--- config.mk ---
export PLATFORM = sky130hd
export DESIGN_NAME = smx_alu
export DESIGN_NICKNAME = d
export VERILOG_FILES = /design/src/hw/rtl/smx_pkg.sv /design/src/hw/rtl/smx_alu.sv
export VERILOG_INCLUDE_DIRS = /design/src /design/src/hw/rtl
export SDC_FILE = /design/constraint.sdc
export NUM_CORES = 2
export LEC_CHECK = 0
export ABC_AREA = 1
export BUFFER_PORTS_ARGS = -buffer_cell sky130_fd_sc_hd__buf_2
export CORE_MARGIN = 2
export CORE_UTILIZATION = 50
export DETAILED_ROUTE_END_ITERATION = 12
export PLACE_DENSITY = 0.71
export SETUP_SLACK_MARGIN = 0.2
export SYNTH_ARGS = -nofsm -noshare
export SYNTH_HDL_FRONTEND = slang
export SYNTH_SLANG_ARGS = --single-unit
--- constraint.sdc ---
create_clock -name clk_i -period 8.7 [get_ports clk_i]
set_clock_uncertainty 0.15 [all_clocks]
set_input_delay 0.87 -clock clk_i [delete_from_list [all_inputs] [get_ports clk_i]]
set_output_delay 0.87 -clock clk_i [all_outputs]
set_load 0.03 [all_outputs]
--- src/hw/rtl/stack_machine_executor_macros.svh ---
// Assertion helpers shared by the RTL of the stack machine executor.
`ifndef STACK_MACHINE_EXECUTOR_MACROS_SVH
`define STACK_MACHINE_EXECUTOR_MACROS_SVH

// Concurrent check on the rising clock, off while reset is asserted.
`define SMX_ASSERT(label, prop, msg) \
  label: assert property (@(posedge clk_i) disable iff (!rst_ni) (prop)) else $error(msg);

// Same check, also evaluated during reset.
`define SMX_ASSERT_ALWAYS(label, prop, msg) \
  label: assert property (@(posedge clk_i) (prop)) else $error(msg);

`endif

--- src/hw/rtl/smx_pkg.sv ---
`timescale 1ns / 1ps

package smx_pkg;

  localparam int unsigned STACK_DEPTH = 128;
  localparam int unsigned DATA_W      = 32;
  localparam int unsigned INSTR_W     = 32;
  localparam int unsigned STATUS_W    = 3;
  localparam int unsigned DEPTH_W     = 8;
  localparam int unsigned CNT_W       = $clog2(STACK_DEPTH + 1);
  localparam int unsigned ADDR_W      = $clog2(STACK_DEPTH);
  localparam int unsigned IMM_W       = 30;
  localparam int unsigned DIV_CNT_W   = $clog2(DATA_W);

  typedef enum logic [1:0] {
    TY_PUSH  = 2'd0,
    TY_PRIM  = 2'd1,
    TY_PUSHS = 2'd2,
    TY_BAD   = 2'd3
  } instr_type_e;

  typedef enum logic [STATUS_W-1:0] {
    ST_OK      = 3'd0,
    ST_HALT    = 3'd1,
    ST_UNDER   = 3'd2,
    ST_OVER    = 3'd3,
    ST_DIVZ    = 3'd4,
    ST_TYPE3   = 3'd5,
    ST_BADPRIM = 3'd6,
    ST_STOPPED = 3'd7
  } status_e;

  localparam logic [IMM_W-1:0] PRIM_HALT = 30'd0;
  localparam logic [IMM_W-1:0] PRIM_ADD  = 30'd1;
  localparam logic [IMM_W-1:0] PRIM_SUB  = 30'd2;
  localparam logic [IMM_W-1:0] PRIM_MUL  = 30'd3;
  localparam logic [IMM_W-1:0] PRIM_DIV  = 30'd4;

  typedef enum logic [1:0] {
    ALU_ADD = 2'd0,
    ALU_SUB = 2'd1,
    ALU_MUL = 2'd2,
    ALU_DIV = 2'd3
  } alu_op_e;

  typedef struct packed {
    logic              start;
    alu_op_e           op;
    logic [DATA_W-1:0] a;
    logic [DATA_W-1:0] b;
  } smx_alu_req_t;

  typedef struct packed {
    logic              done;
    logic [DATA_W-1:0] result;
  } smx_alu_rsp_t;

endpackage

--- src/hw/rtl/smx_alu.sv ---
`timescale 1ns / 1ps

`include "stack_machine_executor_macros.svh"

module smx_alu (
  input  logic                  clk_i,
  input  logic                  rst_ni,
  input  smx_pkg::smx_alu_req_t req_i,
  output smx_pkg::smx_alu_rsp_t rsp_o
);

  import smx_pkg::*;

  typedef enum logic [1:0] {
    A_IDLE,
    A_DIV,
    A_FIX
  } alu_state_e;

  alu_state_e           state_q;
  logic                 done_q;
  logic [DATA_W-1:0]    res_q;
  logic [DATA_W-1:0]    quo_q;
  logic [DATA_W-1:0]    rem_q;
  logic [DATA_W-1:0]    mb_q;
  logic                 neg_q;
  logic [DIV_CNT_W-1:0] cnt_q;

  logic [DATA_W-1:0] ma;
  logic [DATA_W-1:0] mb;
  logic [DATA_W:0]   rem_shift;
  logic [DATA_W:0]   diff;
  logic [DATA_W-1:0] prod;

  assign ma        = req_i.a[DATA_W-1] ? (DATA_W'(0) - req_i.a) : req_i.a;
  assign mb        = req_i.b[DATA_W-1] ? (DATA_W'(0) - req_i.b) : req_i.b;
  assign rem_shift = {rem_q, quo_q[DATA_W-1]};
  assign diff      = rem_shift - {1'b0, mb_q};
  assign prod      = req_i.a * req_i.b;

  always_ff @(posedge clk_i or negedge rst_ni) begin
    if (!rst_ni) begin
      state_q <= A_IDLE;
      done_q  <= 1'b0;
    end else begin
      case (state_q)
        A_IDLE: begin
          done_q <= req_i.start && (req_i.op != ALU_DIV);
          if (req_i.start) begin
            case (req_i.op)
              ALU_ADD: begin
                res_q <= req_i.a + req_i.b;
              end
              ALU_SUB: begin
                res_q <= req_i.a - req_i.b;
              end
              ALU_MUL: begin
                res_q <= prod;
              end
              default: begin
                // magnitudes in, sign applied once the quotient is complete
                quo_q   <= ma;
                rem_q   <= '0;
                mb_q    <= mb;
                neg_q   <= req_i.a[DATA_W-1] ^ req_i.b[DATA_W-1];
                cnt_q   <= '0;
                state_q <= A_DIV;
              end
            endcase
          end
        end
        A_DIV: begin
          if (!diff[DATA_W]) begin
            rem_q <= diff[DATA_W-1:0];
            quo_q <= {quo_q[DATA_W-2:0], 1'b1};
          end else begin
            rem_q <= rem_shift[DATA_W-1:0];
            quo_q <= {quo_q[DATA_W-2:0], 1'b0};
          end
          cnt_q <= cnt_q + DIV_CNT_W'(1);
          if (cnt_q == DIV_CNT_W'(DATA_W - 1)) begin
            state_q <= A_FIX;
          end
        end
        A_FIX: begin
          res_q   <= neg_q ? (DATA_W'(0) - quo_q) : quo_q;
          done_q  <= 1'b1;
          state_q <= A_IDLE;
        end
        default: begin
          done_q  <= 1'b0;
          state_q <= A_IDLE;
        end
      endcase
    end
  end

  assign rsp_o.done   = done_q;
  assign rsp_o.result = res_q;

  `SMX_ASSERT(a_done_pulse, done_q |=> !done_q, "alu done held longer than one cycle")
  `SMX_ASSERT(a_start_idle, req_i.start |-> state_q == A_IDLE, "alu started while busy")
  `SMX_ASSERT(a_div_done, (state_q == A_FIX) |=> (done_q && state_q == A_IDLE),
              "division finished without done")

endmodule

==> Yosys cells after proc, flatten, opt, wreduce, memory -nomap -nowiden <==
Index checks and enable logic that the tools add are counted.
{ "totals": {"elab_cells": 61, "out_inout_bits": 33, "n_memories": 0, "reg_bits": 137, "inputBits": 69, "mem_bits_rw": 0, "mem_bits_ro": 0, "latchBits": 0} }
{ "classes": {"magnitude_cmp": 0, "n_addsub": 7, "n_mul": 1, "div_mod_pow": 0, "shifts": 0, "eq_ne": 10, "reduce_logical": 10, "n_mux": 22, "bitwise": 2} }
{ "ops": {"columns": ["operator", "count"], "rows": [
  ["$mux 32", 8],
  ["$pmux 32 s2", 3],
  ["$pmux 32 s3", 1],
  ["$sub 1x32->32 const A", 3],
  ["$sub 33x32->33", 1],
  ["$add 32x32->32", 1],
  ["$mul 32x32->32", 1],
  ["$sub 32x32->32", 1],
  ["$mux 31", 1],
  ["$reduce_and 4->1", 3],
  ["$mux 5", 2],
  ["$pmux 5 s2", 1],
  ["$ne 2x2->1 const B", 4],
  ["$mux 2", 3],
  ["$add 5x1->5 const B", 1],
  ["$eq 5x5->1 const B", 1],
  ["$eq 2x1->1 const B", 2],
  ["$eq 2x2->1 const B", 2],
  ["$logic_not 2->1", 2],
  ["$ne 4x1->1 const B", 1],
  ["$pmux 2 s2", 1],
  ["$reduce_bool 2->1", 2],
  ["$pmux 1 s3", 1],
  ["$reduce_and 3->1", 1],
  ["other kinds (5)", 5]
]} }

==> Depth between registers and ports, before layout <==
{ "depth": {"depth_word": 5, "depth_mapped": 37, "ltp_nobuf": 35} }

==> Worst setup path before layout <==
No wires, ideal clock.
{ "synth_timing": {"path_type": "in2reg", "start": "input port req_i[44] (netlist bit)", "end": "register res_q[27], data pin", "setup_ns": 0.253, "slack_ns": 1.300, "path_buffers": 2, "path_stages": 30, "required_ns": 8.297, "arrival_time_ns": 6.997, "path_cell_list": "clkbuf_1 buf_1 nand2_1 inv_1 fa_1 fa_1 fa_1 inv_1 fa_1 inv_1 fa_1 inv_1 fa_1 inv_1 fa_1 fa_1 ha_1 nand2_1 nor2_1 inv_1 nor3_1 nand4_1 nand3_1 nand3_1 nand2_1 a21oi_1 o21ai_0 nand2_1 nand2_1 nand2_1"} }
{ "synth_via": {"elab_chain_len": 4, "elab_cells_between_ends": 6, "classes_between": "2 x add/sub; 1 x mul; 3 x mux"} }
{ "synth_rtl": {"columns": ["item", "line", "source"], "rows": [
  ["start, declared", "smx_alu.sv:8", "input smx_pkg::smx_alu_req_t req_i,"],
  ["$mul 32x32->32, or another cell as far along", "smx_alu.sv:39", "assign prod = req_i.a * req_i.b;"],
  ["$pmux 32 s3 (*)", "smx_alu.sv:50", "case (req_i.op)"],
  ["$mux 32 (*)", "smx_alu.sv:49", "if (req_i.start) begin"],
  ["$pmux 32 s2 (*)", "smx_alu.sv:46", "case (state_q)"],
  ["end signal, assigned", "smx_alu.sv:52", "res_q <= req_i.a + req_i.b;"],
  ["end signal, assigned", "smx_alu.sv:55", "res_q <= req_i.a - req_i.b;"],
  ["end signal, assigned", "smx_alu.sv:58", "res_q <= prod;"],
  ["end, declared", "smx_alu.sv:22", "logic [DATA_W-1:0] res_q;"]
]} }
Every way passes the cells marked *; elsewhere a longest branch is shown, timed or not. The select of a mux whose other input is x is not followed.
A chain may end at the register's enable or synchronous reset.

==> Final worst setup path <==
{ "layout_timing": {"start": "input port req_i[2] (netlist bit)", "end": "register res_q[24], data pin"} }
Same word-level chain as after synthesis.

==> impl_metrics.ini <==
[setup_path]
critPathMostFrequentCell = fa_1
reg2reg_slack_ns = 4.91
regToRegEndpoint = rem_q[3]
ff2ff_path_depth = 19
cp_slowest_cell = buf_2
crit_type = primary input to register
critPathMaxFanout = 36
critical_path_required_ns = 8.74
cpPeakStageDelay_ns = 0.69
arrival_ns = 7.70
reg2reg_from = quo_q[31]
crit_path_end_kind = register
start_kind = primary input

[placed_design]
globalplace.congestion = 1.03
dpl.hpwl_um = 69800
io_buffers = 101

[timing]
fin_crit_ns = 7.66
rsz0062_at_grt = no
setup_tns_ns = 0
tightest_slew_ns = 0.989
timing.fmax_ghz = 0.130
slew_headroom = 0.341
setup_viol = 0
slew_violations = 0
fin_crit_sh = 0.881
hold_viol_final = 0

[synth]
async_flop_share = 0.0219
syn_area_mm2 = 0.0292
syn_area_per_cell_um2 = 7.19
synth_edf_count = 134
yosysSeqAreaShare = 0.140
yosysWarnings = 0
syn_nets = 4734
yosysTopAreaCell = fa_1
synth.area.top_cells = fa_1 (28%), nand2_1 (14%), edfxtp_1 (14%), inv_1 (12%), ha_1 (8.2%)
yosys.area.top_type_share = 0.281
netlist_instances = 4063
synth-seq-cells = 137
synth.distinct_cells = 54
ys.flop_type = edfxtp_1

[finish]
nNetsFinal = 4703
syn_to_final_growth_pct = 5.24
layout.area.seq_mm2 = 0.00410
drive_above_1_share = 0.0514
multiInputGateArea_mm2 = 0.0207
final.fill_count = 5567

[clock_tree]
cts_root_buf = clkbuf_16
cts_resized = 0
cts_hold_buf = 0
htreeDepth = 4
cts_buffer_depth = 2
cts.clk_slew.worst_paths_ns = 0.06
clock-sinks = 137
cts_tree = built
post_cts_buffers = 0
cts_buffers = 17
clock_latency_ns = 0.44

[global_routing]
antenna_found_initial = 6
grt_remaining_overflow = 0
grt_max_degree = 74
track_usage = 0.300
grt_pass1_vias = 25700
grt_pass1_wl_um = 140000

[drt]
routed_via_density = 5.34
drc = 0
ant_nets = 0
via_count = 25700
wl_per_cell_um = 18.3
firstDrtPassIters = 5
drtIter0Drc = 2096
wl_um = 88200

[floorplanning]
die_area_mm2 = 0.0604
core_area_mm2 = 0.0577
rows = 88
io_pins = 102
initial_utilization = 0.506
die_x_um = 246
die_h_um = 246

[worst_hold_path]
holdCritPathClass = primary input to asynchronous set/reset pin

[run]
drv_cap = 0

[run_status]
status = finished clean
## worst max-delay path: cells and delay by family
| kind | cells | cell delay [ns] |
|---|---|---|
| AOI/OAI and AO/OA | 1 | 0.15 |
| buffers and inverters | 6 | 1.05 |
| adders and majority gates | 9 | 4.22 |
| and+or+nand+nor | 9 | 1.38 |
## registers in the layout, indices dropped and copies added (netlist names)
name / count
mb_q: 32
rem_q: 32
quo_q: 32
state_q: 2
cnt_q: 5
done_q: 1
neg_q: 1
res_q: 32
## routing by layer
| layer | vias up | global-route usage | part of all wire |
|---|---|---|---|
| met5 | - | 0 | 0 |
| met4 | 0 | 0.134 | 0.044 |
| met3 | 193 | 0.0335 | 0.089 |
| met2 | 1118 | 0.483 | 0.46 |
| met1 | 12200 | 0.409 | 0.41 |
| li1 | 12200 | - | - |
## layout by cell type, fill, tap and decap left out, drive strengths merged, types with 11 or more instances in the layout
cell and count:
nand4 32, nand3b 19, nor3 40, o211ai 11
ha 192, clkbuf 20, inv 970, nor2 243
o21bai 13, xnor2 35, a21oi 152, or2 17
xor2 69, buf 131, o21ai 209, nand3 149
a31oi 19, nor4 12, edfxtp 134, a21o 15
fa 410, nand2 1102
## synthesized netlist by cell type, types with 15 or more instances
| cell | n |
|---|---|
| a21o_1 | 15 |
| a21oi_1 | 151 |
| a31oi_1 | 19 |
| buf_1 | 50 |
| clkbuf_1 | 113 |
| edfxtp_1 | 134 |
| fa_1 | 410 |
| ha_1 | 192 |
| inv_1 | 969 |
| nand2_1 | 1097 |
| nand3_1 | 144 |
| nand3b_1 | 18 |
| nand4_1 | 31 |
| nor2_1 | 238 |
| nor3_1 | 30 |
| o21ai_0 | 202 |
| or2_2 | 17 |
| xnor2_1 | 35 |
| xor2_1 | 69 |
## worst max path at each step
stage | end | slack, ns | start
floorplan | res_q[27] | 1.30 | req_i[44]
global placement | res_q[30] | 0.66 | req_i[2]
detailed placement | res_q[30] | 0.61 | req_i[2]
CTS | res_q[26] | 1.08 | req_i[2]
global route | res_q[27] | 0.64 | req_i[2]
finish | res_q[24] | 1.04 | req_i[2]
## cells by family after synthesis
| logic type | after synthesis | share of synthesized area |
|---|---|---|
| flip-flops | 137 | 0.140 |
| AND/OR/NAND/NOR | 1619 | 0.230 |
| AO/OA/AOI/OAI | 448 | 0.0842 |
| XOR/XNOR | 104 | 0.0312 |
| buffers and inverters | 1153 | 0.151 |
| adder cells (fa/ha/maj) | 602 | 0.363 |
## through the flow
step                       util  hold WS, ns  area [um^2]  setup slack (ns)  cells
after detailed placement  0.523        0.351        30200             0.611   4778
after global placement    0.523        0.344        30200             0.659   4778
after floorplan               -        0.336        29200              1.30   4063
final                     0.533       0.0879        30700              1.04   4819
after global routing      0.532       0.0831        30700             0.641   4814
after CTS                 0.532       0.0712        30700              1.08   4810
## cell type report
cell class	instances	area share
sequential	137	0.133
clock inverter	12	0.00334
timing repair buffer	131	0.0238
tap	765	0.0311
antenna	9	0.000733
multi-input combinational	2773	0.675
clock buffer	20	0.0142
inverter	972	0.119
Power is left out: the tool's default activity adds up to more than one toggle a clock period on the data nets, which glitch-free logic cannot reach.
